==> config.mk <==
export PLATFORM = sky130hd
export DESIGN_NAME = touch_message_contact_reporter
export DESIGN_NICKNAME = d
export VERILOG_FILES = /design/src/tmcr_pkg.sv /design/src/tmcr_ram.sv /design/src/tmcr_fifo.sv /design/src/tmcr_front.sv /design/src/tmcr_back.sv /design/src/touch_message_contact_reporter.sv
export SDC_FILE = /design/constraint.sdc
export NUM_CORES = 1
export LEC_CHECK = 0
export ABC_AREA = 1
export BUFFER_PORTS_ARGS = -buffer_cell sky130_fd_sc_hd__buf_2
export CAP_MARGIN = 20
export CELL_PAD_IN_SITES_DETAIL_PLACEMENT = 0
export CELL_PAD_IN_SITES_GLOBAL_PLACEMENT = 1
export CORE_MARGIN = 2
export CORE_UTILIZATION = 31
export CTS_CLUSTER_SIZE = 12
export DETAILED_ROUTE_END_ITERATION = 8
export PLACE_DENSITY = 0.61
export RECOVER_POWER = 100
export SYNTH_ARGS = -nofsm -noshare
export SYNTH_HDL_FRONTEND = slang
export SYNTH_SLANG_ARGS = --single-unit
export TNS_END_PERCENT = 20
==> constraint.sdc <==
create_clock -name clk_i -period 5 [get_ports clk_i]
set_input_delay 1.25 -clock clk_i [delete_from_list [all_inputs] [get_ports clk_i]]
set_output_delay 1.25 -clock clk_i [all_outputs]
set_load 0.05 [all_outputs]
==> src/tmcr_pkg.sv <==
package tmcr_pkg;

  localparam int unsigned CFG_IDX_W  = 3;
  localparam int unsigned CFG_DATA_W = 16;

  localparam logic [7:0]  FLAG_DETECT  = 8'h80;
  localparam logic [7:0]  FLAG_PRESS   = 8'h40;
  localparam logic [7:0]  FLAG_RELEASE = 8'h20;
  localparam logic [7:0]  INVALID_ID   = 8'hff;
  localparam logic [15:0] SMALL_SCREEN = 16'd1024;
  localparam logic [7:0]  NEWER_AREA   = 8'd10;

  typedef enum logic [2:0] {
    CFG_LEGACY_MIN = 3'd0,
    CFG_LEGACY_MAX = 3'd1,
    CFG_NEWER_MIN  = 3'd2,
    CFG_NEWER_MAX  = 3'd3,
    CFG_SCREEN_X   = 3'd4,
    CFG_SCREEN_Y   = 3'd5
  } cfg_idx_e;

  typedef enum logic [1:0] {
    OP_REPORT = 2'd0,
    OP_LEGACY = 2'd1,
    OP_NEWER  = 2'd2
  } op_e;

  typedef struct packed {
    logic [7:0] source_id;
    logic [7:0] status_flags;
    logic [7:0] payload_a;
    logic [7:0] payload_b;
    logic [7:0] payload_c;
    logic [7:0] payload_d;
  } msg_t;

  typedef struct packed {
    logic        has_contact;
    logic [4:0]  contact_id;
    logic [15:0] pos_x;
    logic [15:0] pos_y;
    logic [7:0]  contact_area;
    logic        tip_down;
    logic [3:0]  contact_count;
    logic        last;
  } res_t;

  typedef struct packed {
    op_e         op;
    logic [7:0]  idx;
    logic [7:0]  flags;
    logic [15:0] x;
    logic [15:0] y;
    logic [7:0]  area;
  } cmd_t;

  typedef struct packed {
    logic [7:0]  flags;
    logic [15:0] x;
    logic [15:0] y;
    logic [7:0]  area;
  } ent_t;

endpackage

==> src/tmcr_ram.sv <==
module tmcr_ram #(
  parameter int unsigned WIDTH = 8,
  parameter int unsigned DEPTH = 4
) (
  input  logic                                   clk_i,
  input  logic                                   we_i,
  input  logic [(DEPTH > 1 ? $clog2(DEPTH) : 1)-1:0] waddr_i,
  input  logic [WIDTH-1:0]                       wdata_i,
  input  logic                                   re_i,
  input  logic [(DEPTH > 1 ? $clog2(DEPTH) : 1)-1:0] raddr_i,
  output logic [WIDTH-1:0]                       rdata_o
);

  logic [WIDTH-1:0] mem_q [DEPTH];
  logic [WIDTH-1:0] rdata_q;

  always_ff @(posedge clk_i) begin
    if (we_i) begin
      mem_q[waddr_i] <= wdata_i;
    end
    if (re_i) begin
      rdata_q <= mem_q[raddr_i];
    end
  end

  assign rdata_o = rdata_q;

endmodule

==> src/tmcr_fifo.sv <==
module tmcr_fifo #(
  parameter int unsigned WIDTH = 8,
  parameter int unsigned DEPTH = 2
) (
  input  logic             clk_i,
  input  logic             rst_ni,
  input  logic             push_i,
  input  logic [WIDTH-1:0] data_i,
  output logic             full_o,
  input  logic             pop_i,
  output logic [WIDTH-1:0] data_o,
  output logic             empty_o
);

  localparam int unsigned PW = (DEPTH > 1) ? $clog2(DEPTH) : 1;
  localparam int unsigned CW = $clog2(DEPTH + 1);

  logic [WIDTH-1:0] mem_q [DEPTH];
  logic [PW-1:0]    wr_q, wr_d, rd_q, rd_d;
  logic [CW-1:0]    cnt_q, cnt_d;
  logic             do_push, do_pop;

  assign full_o  = (cnt_q == CW'(DEPTH));
  assign empty_o = (cnt_q == '0);
  assign do_push = push_i && !full_o;
  assign do_pop  = pop_i && !empty_o;
  assign data_o  = mem_q[rd_q];

  always_comb begin
    wr_d  = wr_q;
    rd_d  = rd_q;
    cnt_d = cnt_q;
    if (do_push) begin
      wr_d = (wr_q == PW'(DEPTH - 1)) ? '0 : wr_q + 1'b1;
    end
    if (do_pop) begin
      rd_d = (rd_q == PW'(DEPTH - 1)) ? '0 : rd_q + 1'b1;
    end
    if (do_push && !do_pop) begin
      cnt_d = cnt_q + 1'b1;
    end else if (do_pop && !do_push) begin
      cnt_d = cnt_q - 1'b1;
    end
  end

  always_ff @(posedge clk_i or negedge rst_ni) begin
    if (!rst_ni) begin
      wr_q  <= '0;
      rd_q  <= '0;
      cnt_q <= '0;
    end else begin
      wr_q  <= wr_d;
      rd_q  <= rd_d;
      cnt_q <= cnt_d;
    end
  end

  always_ff @(posedge clk_i) begin
    if (do_push) begin
      mem_q[wr_q] <= data_i;
    end
  end

endmodule

==> src/tmcr_front.sv <==
module tmcr_front #(
  parameter int unsigned TABLE_ENTRIES = 20
) (
  input  logic                                clk_i,
  input  logic                                rst_ni,
  input  logic                                cfg_we_i,
  input  logic [tmcr_pkg::CFG_IDX_W-1:0]      cfg_idx_i,
  input  logic [tmcr_pkg::CFG_DATA_W-1:0]     cfg_wdata_i,
  input  logic                                push_i,
  input  tmcr_pkg::msg_t                      msg_i,
  input  logic                                cmd_full_i,
  output logic                                cmd_push_o,
  output tmcr_pkg::cmd_t                      cmd_o
);

  localparam logic [8:0] ENTRIES = 9'(TABLE_ENTRIES);

  logic [7:0]  leg_min_q, leg_max_q, new_min_q, new_max_q;
  logic [15:0] max_x_q, max_y_q;

  logic        leg_hit, new_hit, leg_ok, new_ok;
  logic [7:0]  leg_idx, new_off, new_idx;
  logic [11:0] leg_x, leg_y;

  always_ff @(posedge clk_i or negedge rst_ni) begin
    if (!rst_ni) begin
      leg_min_q <= '0;
      leg_max_q <= '0;
      new_min_q <= '0;
      new_max_q <= '0;
      max_x_q   <= tmcr_pkg::SMALL_SCREEN;
      max_y_q   <= tmcr_pkg::SMALL_SCREEN;
    end else if (cfg_we_i) begin
      unique case (tmcr_pkg::cfg_idx_e'(cfg_idx_i))
        tmcr_pkg::CFG_LEGACY_MIN: leg_min_q <= cfg_wdata_i[7:0];
        tmcr_pkg::CFG_LEGACY_MAX: leg_max_q <= cfg_wdata_i[7:0];
        tmcr_pkg::CFG_NEWER_MIN:  new_min_q <= cfg_wdata_i[7:0];
        tmcr_pkg::CFG_NEWER_MAX:  new_max_q <= cfg_wdata_i[7:0];
        tmcr_pkg::CFG_SCREEN_X:   max_x_q   <= cfg_wdata_i;
        tmcr_pkg::CFG_SCREEN_Y:   max_y_q   <= cfg_wdata_i;
        default: ;
      endcase
    end
  end

  assign leg_hit = (msg_i.source_id >= leg_min_q) && (msg_i.source_id <= leg_max_q);
  assign leg_idx = msg_i.source_id - leg_min_q;
  assign leg_ok  = ({1'b0, leg_idx} < ENTRIES);

  assign new_hit = (msg_i.source_id >= new_min_q) && (msg_i.source_id <= new_max_q);
  assign new_off = msg_i.source_id - new_min_q;
  assign new_idx = new_off - 8'd2;
  assign new_ok  = (new_off >= 8'd2) && ({1'b0, new_idx} < ENTRIES);

  assign leg_x = {msg_i.payload_a, msg_i.payload_c[7:4]};
  assign leg_y = {msg_i.payload_b, msg_i.payload_c[3:0]};

  always_comb begin
    cmd_o       = '0;
    cmd_o.op    = tmcr_pkg::OP_REPORT;
    cmd_o.flags = msg_i.status_flags;
    if (leg_hit) begin
      cmd_o.idx  = leg_idx;
      cmd_o.x    = (max_x_q < tmcr_pkg::SMALL_SCREEN) ? {6'd0, leg_x[11:2]} : {4'd0, leg_x};
      cmd_o.y    = (max_y_q < tmcr_pkg::SMALL_SCREEN) ? {6'd0, leg_y[11:2]} : {4'd0, leg_y};
      cmd_o.area = msg_i.payload_d;
      if (leg_ok) begin
        cmd_o.op = tmcr_pkg::OP_LEGACY;
      end
    end else if (new_hit && new_ok) begin
      cmd_o.op   = tmcr_pkg::OP_NEWER;
      cmd_o.idx  = new_idx;
      cmd_o.x    = {msg_i.payload_b, msg_i.payload_a};
      cmd_o.y    = {msg_i.payload_d, msg_i.payload_c};
      cmd_o.area = tmcr_pkg::NEWER_AREA;
    end
  end

  assign cmd_push_o = push_i && !cmd_full_i && (msg_i.source_id != tmcr_pkg::INVALID_ID);

endmodule

==> src/tmcr_back.sv <==
module tmcr_back #(
  parameter int unsigned TABLE_ENTRIES = 20,
  parameter int unsigned REPORT_SLOTS  = 10
) (
  input  logic           clk_i,
  input  logic           rst_ni,
  input  logic           cmd_empty_i,
  input  tmcr_pkg::cmd_t cmd_i,
  output logic           cmd_pop_o,
  input  logic           res_full_i,
  output logic           res_push_o,
  output tmcr_pkg::res_t res_o
);

  localparam int unsigned IDX_W  = (TABLE_ENTRIES > 1) ? $clog2(TABLE_ENTRIES) : 1;
  localparam int unsigned CNT_W  = $clog2(TABLE_ENTRIES + 1);
  localparam int unsigned SLOT_W = $clog2(REPORT_SLOTS + 1);
  localparam int unsigned ENT_W  = $bits(tmcr_pkg::ent_t);

  typedef enum logic [5:0] {
    S_IDLE   = 6'b000001,
    S_UPDATE = 6'b000010,
    S_PREP   = 6'b000100,
    S_EMPTY  = 6'b001000,
    S_SCAN   = 6'b010000,
    S_FETCH  = 6'b100000
  } state_e;

  state_e                 state_q, state_d;
  tmcr_pkg::cmd_t         cmd_q;
  logic [IDX_W-1:0]       scan_q, scan_d;
  logic [SLOT_W-1:0]      sent_q, sent_d, rpt_q, rpt_d;
  logic [3:0]             prev_q, prev_d;
  logic [TABLE_ENTRIES-1:0] active_q, active_d, det_q, det_d;
  logic [CNT_W-1:0]       act_cnt_q, act_cnt_d;

  logic                   ram_we, ram_re;
  logic [IDX_W-1:0]       widx;
  tmcr_pkg::ent_t         wr_ent, rd_ent;
  logic [7:0]             new_flags;
  logic                   new_act, tip, drop;

  assign widx = cmd_q.idx[IDX_W-1:0];

  always_comb begin
    new_flags = cmd_q.flags;
    if (cmd_q.op == tmcr_pkg::OP_NEWER) begin
      if (cmd_q.flags[7]) begin
        new_flags = tmcr_pkg::FLAG_DETECT;
      end else if (det_q[widx]) begin
        new_flags = tmcr_pkg::FLAG_RELEASE;
      end else begin
        new_flags = '0;
      end
    end
  end

  assign new_act       = (new_flags != '0);
  assign wr_ent.flags  = new_flags;
  assign wr_ent.x      = cmd_q.x;
  assign wr_ent.y      = cmd_q.y;
  assign wr_ent.area   = cmd_q.area;
  assign ram_we        = (state_q == S_UPDATE) && (cmd_q.op != tmcr_pkg::OP_REPORT);
  assign ram_re        = (state_q == S_SCAN) && active_q[scan_q] && !res_full_i;

  tmcr_ram #(
    .WIDTH (ENT_W),
    .DEPTH (TABLE_ENTRIES)
  ) u_table (
    .clk_i   (clk_i),
    .we_i    (ram_we),
    .waddr_i (widx),
    .wdata_i (wr_ent),
    .re_i    (ram_re),
    .raddr_i (scan_q),
    .rdata_o (rd_ent)
  );

  assign tip  = |(rd_ent.flags & (tmcr_pkg::FLAG_DETECT | tmcr_pkg::FLAG_PRESS));
  assign drop = !tip && ((rd_ent.flags & tmcr_pkg::FLAG_RELEASE) != '0);

  always_comb begin
    res_o = '0;
    if (state_q == S_FETCH) begin
      res_o.has_contact   = 1'b1;
      res_o.contact_id    = 5'(scan_q);
      res_o.pos_x         = rd_ent.x;
      res_o.pos_y         = rd_ent.y;
      res_o.contact_area  = rd_ent.area;
      res_o.tip_down      = tip;
      res_o.contact_count = 4'(rpt_q);
      res_o.last          = (SLOT_W'(sent_q + 1'b1) == rpt_q);
    end else begin
      res_o.last          = 1'b1;
    end
  end

  assign res_push_o = (state_q == S_FETCH) || ((state_q == S_EMPTY) && !res_full_i);
  assign cmd_pop_o  = (state_q == S_IDLE) && !cmd_empty_i;

  always_comb begin
    state_d   = state_q;
    scan_d    = scan_q;
    sent_d    = sent_q;
    rpt_d     = rpt_q;
    prev_d    = prev_q;
    active_d  = active_q;
    det_d     = det_q;
    act_cnt_d = act_cnt_q;
    unique case (state_q)
      S_IDLE: begin
        if (!cmd_empty_i) begin
          state_d = S_UPDATE;
        end
      end
      S_UPDATE: begin
        if (ram_we) begin
          active_d[widx] = new_act;
          det_d[widx]    = new_flags[7];
          if (new_act && !active_q[widx]) begin
            act_cnt_d = act_cnt_q + 1'b1;
          end else if (!new_act && active_q[widx]) begin
            act_cnt_d = act_cnt_q - 1'b1;
          end
        end
        state_d = S_PREP;
      end
      S_PREP: begin
        scan_d = '0;
        sent_d = '0;
        rpt_d  = (act_cnt_q > CNT_W'(REPORT_SLOTS)) ? SLOT_W'(REPORT_SLOTS)
                                                    : SLOT_W'(act_cnt_q);
        if (act_cnt_q != '0) begin
          state_d = S_SCAN;
        end else if (prev_q != '0) begin
          state_d = S_EMPTY;
        end else begin
          state_d = S_IDLE;
        end
      end
      S_EMPTY: begin
        if (!res_full_i) begin
          prev_d  = '0;
          state_d = S_IDLE;
        end
      end
      S_SCAN: begin
        if (!active_q[scan_q]) begin
          scan_d = scan_q + 1'b1;
        end else if (!res_full_i) begin
          state_d = S_FETCH;
        end
      end
      S_FETCH: begin
        if (drop) begin
          active_d[scan_q] = 1'b0;
          det_d[scan_q]    = 1'b0;
          act_cnt_d        = act_cnt_q - 1'b1;
        end
        sent_d = sent_q + 1'b1;
        scan_d = scan_q + 1'b1;
        if (res_o.last) begin
          prev_d  = 4'(rpt_q);
          state_d = S_IDLE;
        end else begin
          state_d = S_SCAN;
        end
      end
      default: state_d = S_IDLE;
    endcase
  end

  always_ff @(posedge clk_i or negedge rst_ni) begin
    if (!rst_ni) begin
      state_q   <= S_IDLE;
      scan_q    <= '0;
      sent_q    <= '0;
      rpt_q     <= '0;
      prev_q    <= '0;
      active_q  <= '0;
      det_q     <= '0;
      act_cnt_q <= '0;
    end else begin
      state_q   <= state_d;
      scan_q    <= scan_d;
      sent_q    <= sent_d;
      rpt_q     <= rpt_d;
      prev_q    <= prev_d;
      active_q  <= active_d;
      det_q     <= det_d;
      act_cnt_q <= act_cnt_d;
    end
  end

  always_ff @(posedge clk_i) begin
    if (cmd_pop_o) begin
      cmd_q <= cmd_i;
    end
  end

  a_cnt_matches: assert property (@(posedge clk_i) disable iff (!rst_ni)
    act_cnt_q == CNT_W'($countones(active_q)))
    else $error("active count out of step with active bits");

  a_scan_in_range: assert property (@(posedge clk_i) disable iff (!rst_ni)
    (state_q == S_SCAN || state_q == S_FETCH) |-> (32'(scan_q) < TABLE_ENTRIES))
    else $error("scan ran past the table");

  a_sent_bound: assert property (@(posedge clk_i) disable iff (!rst_ni)
    (state_q == S_SCAN || state_q == S_FETCH) |-> (sent_q < rpt_q))
    else $error("more contacts sent than counted");

  a_fetch_room: assert property (@(posedge clk_i) disable iff (!rst_ni)
    (state_q == S_FETCH) |-> !res_full_i)
    else $error("result queue full at fetch");

  a_read_active: assert property (@(posedge clk_i) disable iff (!rst_ni)
    ram_re |=> (state_q == S_FETCH) && (rd_ent.flags != '0))
    else $error("fetched entry is not active");

endmodule

==> src/touch_message_contact_reporter.sv <==
// channel  ports                          transaction
// message  push, full, msg_i              push && !full
// result   empty, pop, res_o              pop && !empty
// config   cfg_we_i, cfg_idx_i, cfg_wdata_i  cfg_we_i
//
// A message is popped in S_IDLE, written to the table in S_UPDATE, and the report
// is sized in S_PREP; the scan then steps through entries up to the last reported
// contact, fetching at most REPORT_SLOTS contacts; an empty report is one result.
// Reset clears the contact table at once through per-entry active bits.
// A two-entry command queue lets messages arrive while the table scan runs;
// a full result queue holds the scan on its current entry.
module touch_message_contact_reporter #(
  parameter int unsigned TABLE_ENTRIES = 20,
  parameter int unsigned REPORT_SLOTS  = 10
) (
  input  logic                            clk_i,
  input  logic                            rst_ni,
  input  logic                            cfg_we_i,
  input  logic [tmcr_pkg::CFG_IDX_W-1:0]  cfg_idx_i,
  input  logic [tmcr_pkg::CFG_DATA_W-1:0] cfg_wdata_i,
  input  logic                            push,
  output logic                            full,
  input  tmcr_pkg::msg_t                  msg_i,
  output logic                            empty,
  input  logic                            pop,
  output tmcr_pkg::res_t                  res_o
);

  tmcr_pkg::cmd_t cmd_in, cmd_out;
  tmcr_pkg::res_t res_in;
  logic           cmd_push, cmd_pop, cmd_empty;
  logic           res_push, res_full;

  tmcr_front #(
    .TABLE_ENTRIES (TABLE_ENTRIES)
  ) u_front (
    .clk_i       (clk_i),
    .rst_ni      (rst_ni),
    .cfg_we_i    (cfg_we_i),
    .cfg_idx_i   (cfg_idx_i),
    .cfg_wdata_i (cfg_wdata_i),
    .push_i      (push),
    .msg_i       (msg_i),
    .cmd_full_i  (full),
    .cmd_push_o  (cmd_push),
    .cmd_o       (cmd_in)
  );

  tmcr_fifo #(
    .WIDTH ($bits(tmcr_pkg::cmd_t)),
    .DEPTH (2)
  ) u_cmd_q (
    .clk_i   (clk_i),
    .rst_ni  (rst_ni),
    .push_i  (cmd_push),
    .data_i  (cmd_in),
    .full_o  (full),
    .pop_i   (cmd_pop),
    .data_o  (cmd_out),
    .empty_o (cmd_empty)
  );

  tmcr_back #(
    .TABLE_ENTRIES (TABLE_ENTRIES),
    .REPORT_SLOTS  (REPORT_SLOTS)
  ) u_back (
    .clk_i       (clk_i),
    .rst_ni      (rst_ni),
    .cmd_empty_i (cmd_empty),
    .cmd_i       (cmd_out),
    .cmd_pop_o   (cmd_pop),
    .res_full_i  (res_full),
    .res_push_o  (res_push),
    .res_o       (res_in)
  );

  tmcr_fifo #(
    .WIDTH ($bits(tmcr_pkg::res_t)),
    .DEPTH (2)
  ) u_res_q (
    .clk_i   (clk_i),
    .rst_ni  (rst_ni),
    .push_i  (res_push),
    .data_i  (res_in),
    .full_o  (res_full),
    .pop_i   (pop),
    .data_o  (res_o),
    .empty_o (empty)
  );

endmodule
==> impl_metrics.env <==
export IMPL_status="finished, violations left"
export IMPL_violations="max-capacitance violations, max-slew violations"
export IMPL_dp_cells=6345
export IMPL_synth_seq_cells=1292
export IMPL_grt_antenna_before_repair=28
export IMPL_cp_startpoint="u_back.state_q[3]"
export IMPL_grt_max_degree=124
export IMPL_post_cts_resized=0
export IMPL_p_int_mw=21.58
export IMPL_fin_cells=6588
export IMPL_syn_num_nets=4276
export IMPL_die_w_um=413.9
export IMPL_critPathMaxFanout=37
export IMPL_worst_pin_slew_ns=2.926
export IMPL_worst_clock_skew_ns=0.03299
export IMPL_yosysSeqAreaShare=0.7336
export IMPL_routedWlPerCell_um=21.97
export IMPL_fin_setup_tns_ns=0
export IMPL_gp_congestion=0.8057
export IMPL_clk_path_buf_depth=3
export IMPL_setup_viol=0
export IMPL_pwr_share_clk=0.291
export IMPL_grtUsageMet3=0.03596
export IMPL_switching_share=0.3424
export IMPL_post_place_ws_ns=0.8440
export IMPL_antenna_left=0
export IMPL_synthFlopType="edfxtp_1"
export IMPL_cts_max_level=4
export IMPL_cap_violations=18
export IMPL_avgSynthCellArea_um2=12.53
export IMPL_start_util=0.3118
export IMPL_clk_latency_ns=0.77
export IMPL_final_common_cell="edfxtp_1"
export IMPL_die_area_um2=171300
export IMPL_syn_area_um2=52070
export IMPL_io_buffers=123
export IMPL_cts_tree="built"
export IMPL_power_density_nw_per_um2=553.9
export IMPL_drc=0
export IMPL_drt_first_pass_iters=7
export IMPL_post_cts_setup_buffer_count=0
export IMPL_synth_cell_types=51
export IMPL_cts_made_buffers=140
export IMPL_drt_initial_drc_count=2820
export IMPL_via_per_inst=4.924
export IMPL_yosysWarnings=0
export IMPL_combPwrFrac=0.238
export IMPL_peakVddDrop_v=0.0004201
export IMPL_fin_ws_ns=0.7593
export IMPL_use_met1=0.2288
export IMPL_fin_crit_sh=0.8481
export IMPL_cts_root_buf="clkbuf_16"
export IMPL_power_switching_mw=11.24
export IMPL_relSlewSlack=-0.9508
export IMPL_drive_gt1_frac=0.08607
export IMPL_die_h_um=413.9
export IMPL_worstSetupPathType="register to register"
export IMPL_r2r_start="u_back.state_q[3]"
export IMPL_grt_overflow_total=0
export IMPL_ios=126
export IMPL_cts_sinks=1292
export IMPL_drv_slew=581
export IMPL_min_period_ns=4.241
export IMPL_grtUsageTotal=0.1668
export IMPL_grt_pass1_vias=31143
export IMPL_hold_path_class="input port to async pin"
export IMPL_crit_required_ns=5.34
export IMPL_layout_nets=4403
export IMPL_cts_hold_buffers=0
export IMPL_num_vias=32441
export IMPL_synth_edf_count=1172
export IMPL_synthToLayoutAreaGrowth_pct=13.79
export IMPL_grt_busiest_layer="met2"
export IMPL_hpwl_mm=80.32
export IMPL_power_frac_seq=0.471
export IMPL_critPathArrivalTime_ns=4.58
export IMPL_num_rows=150
export IMPL_core_area_um2=167000
export IMPL_grtUsageMet2=0.2626
export IMPL_finalHoldViolations=0
export IMPL_synthCells=4157
export IMPL_drt_total_wl_mm=144.7
export IMPL_start_kind="register"
export IMPL_nFillCells=16371
export IMPL_grt_pass1_wl_mm=209.4
export IMPL_synthArstFlopShare=0.09288
export IMPL_grt_setup_unrepaired="false"
export IMPL_mostFrequentLayoutCells="1172 x edfxtp_1, 638 x nor2_1, 602 x nand2_1, 542 x o21ai_0, 232 x inv_1"
export IMPL_crit_path_end_kind="register"
export IMPL_fmax_mhz=235.8
export IMPL_p_leak_nw=21.00
export IMPL_clk_pin_slew_ns=0.06
## Yosys cell counts (7+ instances only)
cell type,instances,share of area
edfxtp_1,1172,0.68
nor2_1,631,0.045
nand2_1,602,0.043
o21ai_0,527,0.051
inv_1,236,0.017
o22ai_1,190,0.023
clkbuf_1,138,0.0099
dfrtp_1,117,0.056
nand3_1,88,0.0085
mux2_2,71,0.015
a21oi_1,67,0.0064
buf_2,51,0.0049
ha_1,45,0.011
a221oi_1,37,0.0062
o21ai_1,22,0.0021
nor3_1,20,0.0019
xor2_1,18,0.0030
a22oi_1,10,0.0014
inv_2,9,0.00065
buf_1,8,0.00058
nand4_1,8,0.00096
nor2_2,8,0.00096
xnor2_1,8,0.0013
buf_6,7,0.0015
## registers in the layout, indices dropped and copies added, names as in the netlist, 5 cells and up
register	flops
u_front.new_max_q	8
u_front.new_min_q	8
u_back.state_q	6
u_front.max_y_q	6
u_back.act_cnt_q	5
u_back.active_q	20
u_front.leg_max_q	8
u_res_q.mem_q	104
u_back.u_table.rdata_o	43
u_front.max_x_q	6
u_back.u_table.mem_q	860
u_back.scan_q	5
u_back.cmd_q	55
u_back.det_q	20
u_front.leg_min_q	8
u_cmd_q.mem_q	110
## cell families after synthesis
kind of cell,synth area share
muxes,0.01535
AOI/OAI and AO/OA,0.09457
DFF,0.7336
xor gates and xnor gates,0.004373
buffers and inverters,0.03554
adders and majority gates,0.01158
and+or+nand+nor,0.1050
## final cells by class
class | count | area (um2) | share of cell area
flip-flops and latches | 1292 | 38210 | 0.6448
inverters | 246 | 937.1 | 0.01582
clock inverters | 57 | 390.4 | 0.006588
well taps | 2204 | 2758 | 0.04654
diodes | 4 | 10.01 | 0.0001689
multi-input cells | 2409 | 12000 | 0.2024
repair buffers | 195 | 1182 | 0.01995
clock buffers | 181 | 3771 | 0.06364
## worst paths after layout
path / slack (ns) / endpoint / cells past startpoint
setup / recovery: 0.76 / u_back.u_table.mem_q[7][22] / 8
hold / removal: 0.48 / u_back.rpt_q[1] / 1
setup reg to reg: 0.76 / u_back.u_table.mem_q[7][22] / 8
hold reg to reg: 0.48 / u_front.max_x_q[13] / 2
max in group asynchronous: 2.07 / u_back.scan_q[1] / 2
min in group clk_i: 0.48 / u_front.max_x_q[13] / 2
## power groups by stage
stage	Clock (mW)	Sequential [mW]	Combinational [mW]
after detailed placement	0	15.6	7.99
after global routing	10.2	15.6	8.66
final	9.56	15.5	7.80
after global placement	0	15.6	7.94
after floorplan	0	15.0	5.60
after CTS	9.79	15.4	8.01
## worst max-delay path: stages (launching register included)
cell and delay [ns]:
dfrtp_1 0.39, nor2_1 0.18, nand3_1 0.11, nor2_1 0.22, o21ai_0 0.27, nor2_1 0.54, nand2_1 0.20, inv_1 0.45
clkbuf_2 1.39
## layer usage
layer | part of all wire | up-vias
met1 | 0.45 | 16119
li1 | - | 15089
met2 | 0.46 | 970
met3 | 0.065 | 231
met4 | 0.026 | 32
met5 | 0.0015 | -
## through the flow
step | instance area (um2) | utilization | hold slack (ns) | total power [mW]
finish | 59250 | 0.3547 | 0.4756 | 32.82
floorplan | 52070 | - | 0.4489 | 20.62
global placement | 55360 | 0.3314 | 0.4673 | 23.54
detailed placement | 55390 | 0.3316 | 0.4736 | 23.63
CTS | 59550 | 0.3565 | 0.4666 | 33.23
global route | 59250 | 0.3547 | 0.5036 | 34.50
(Power assumes the default switching activity.)
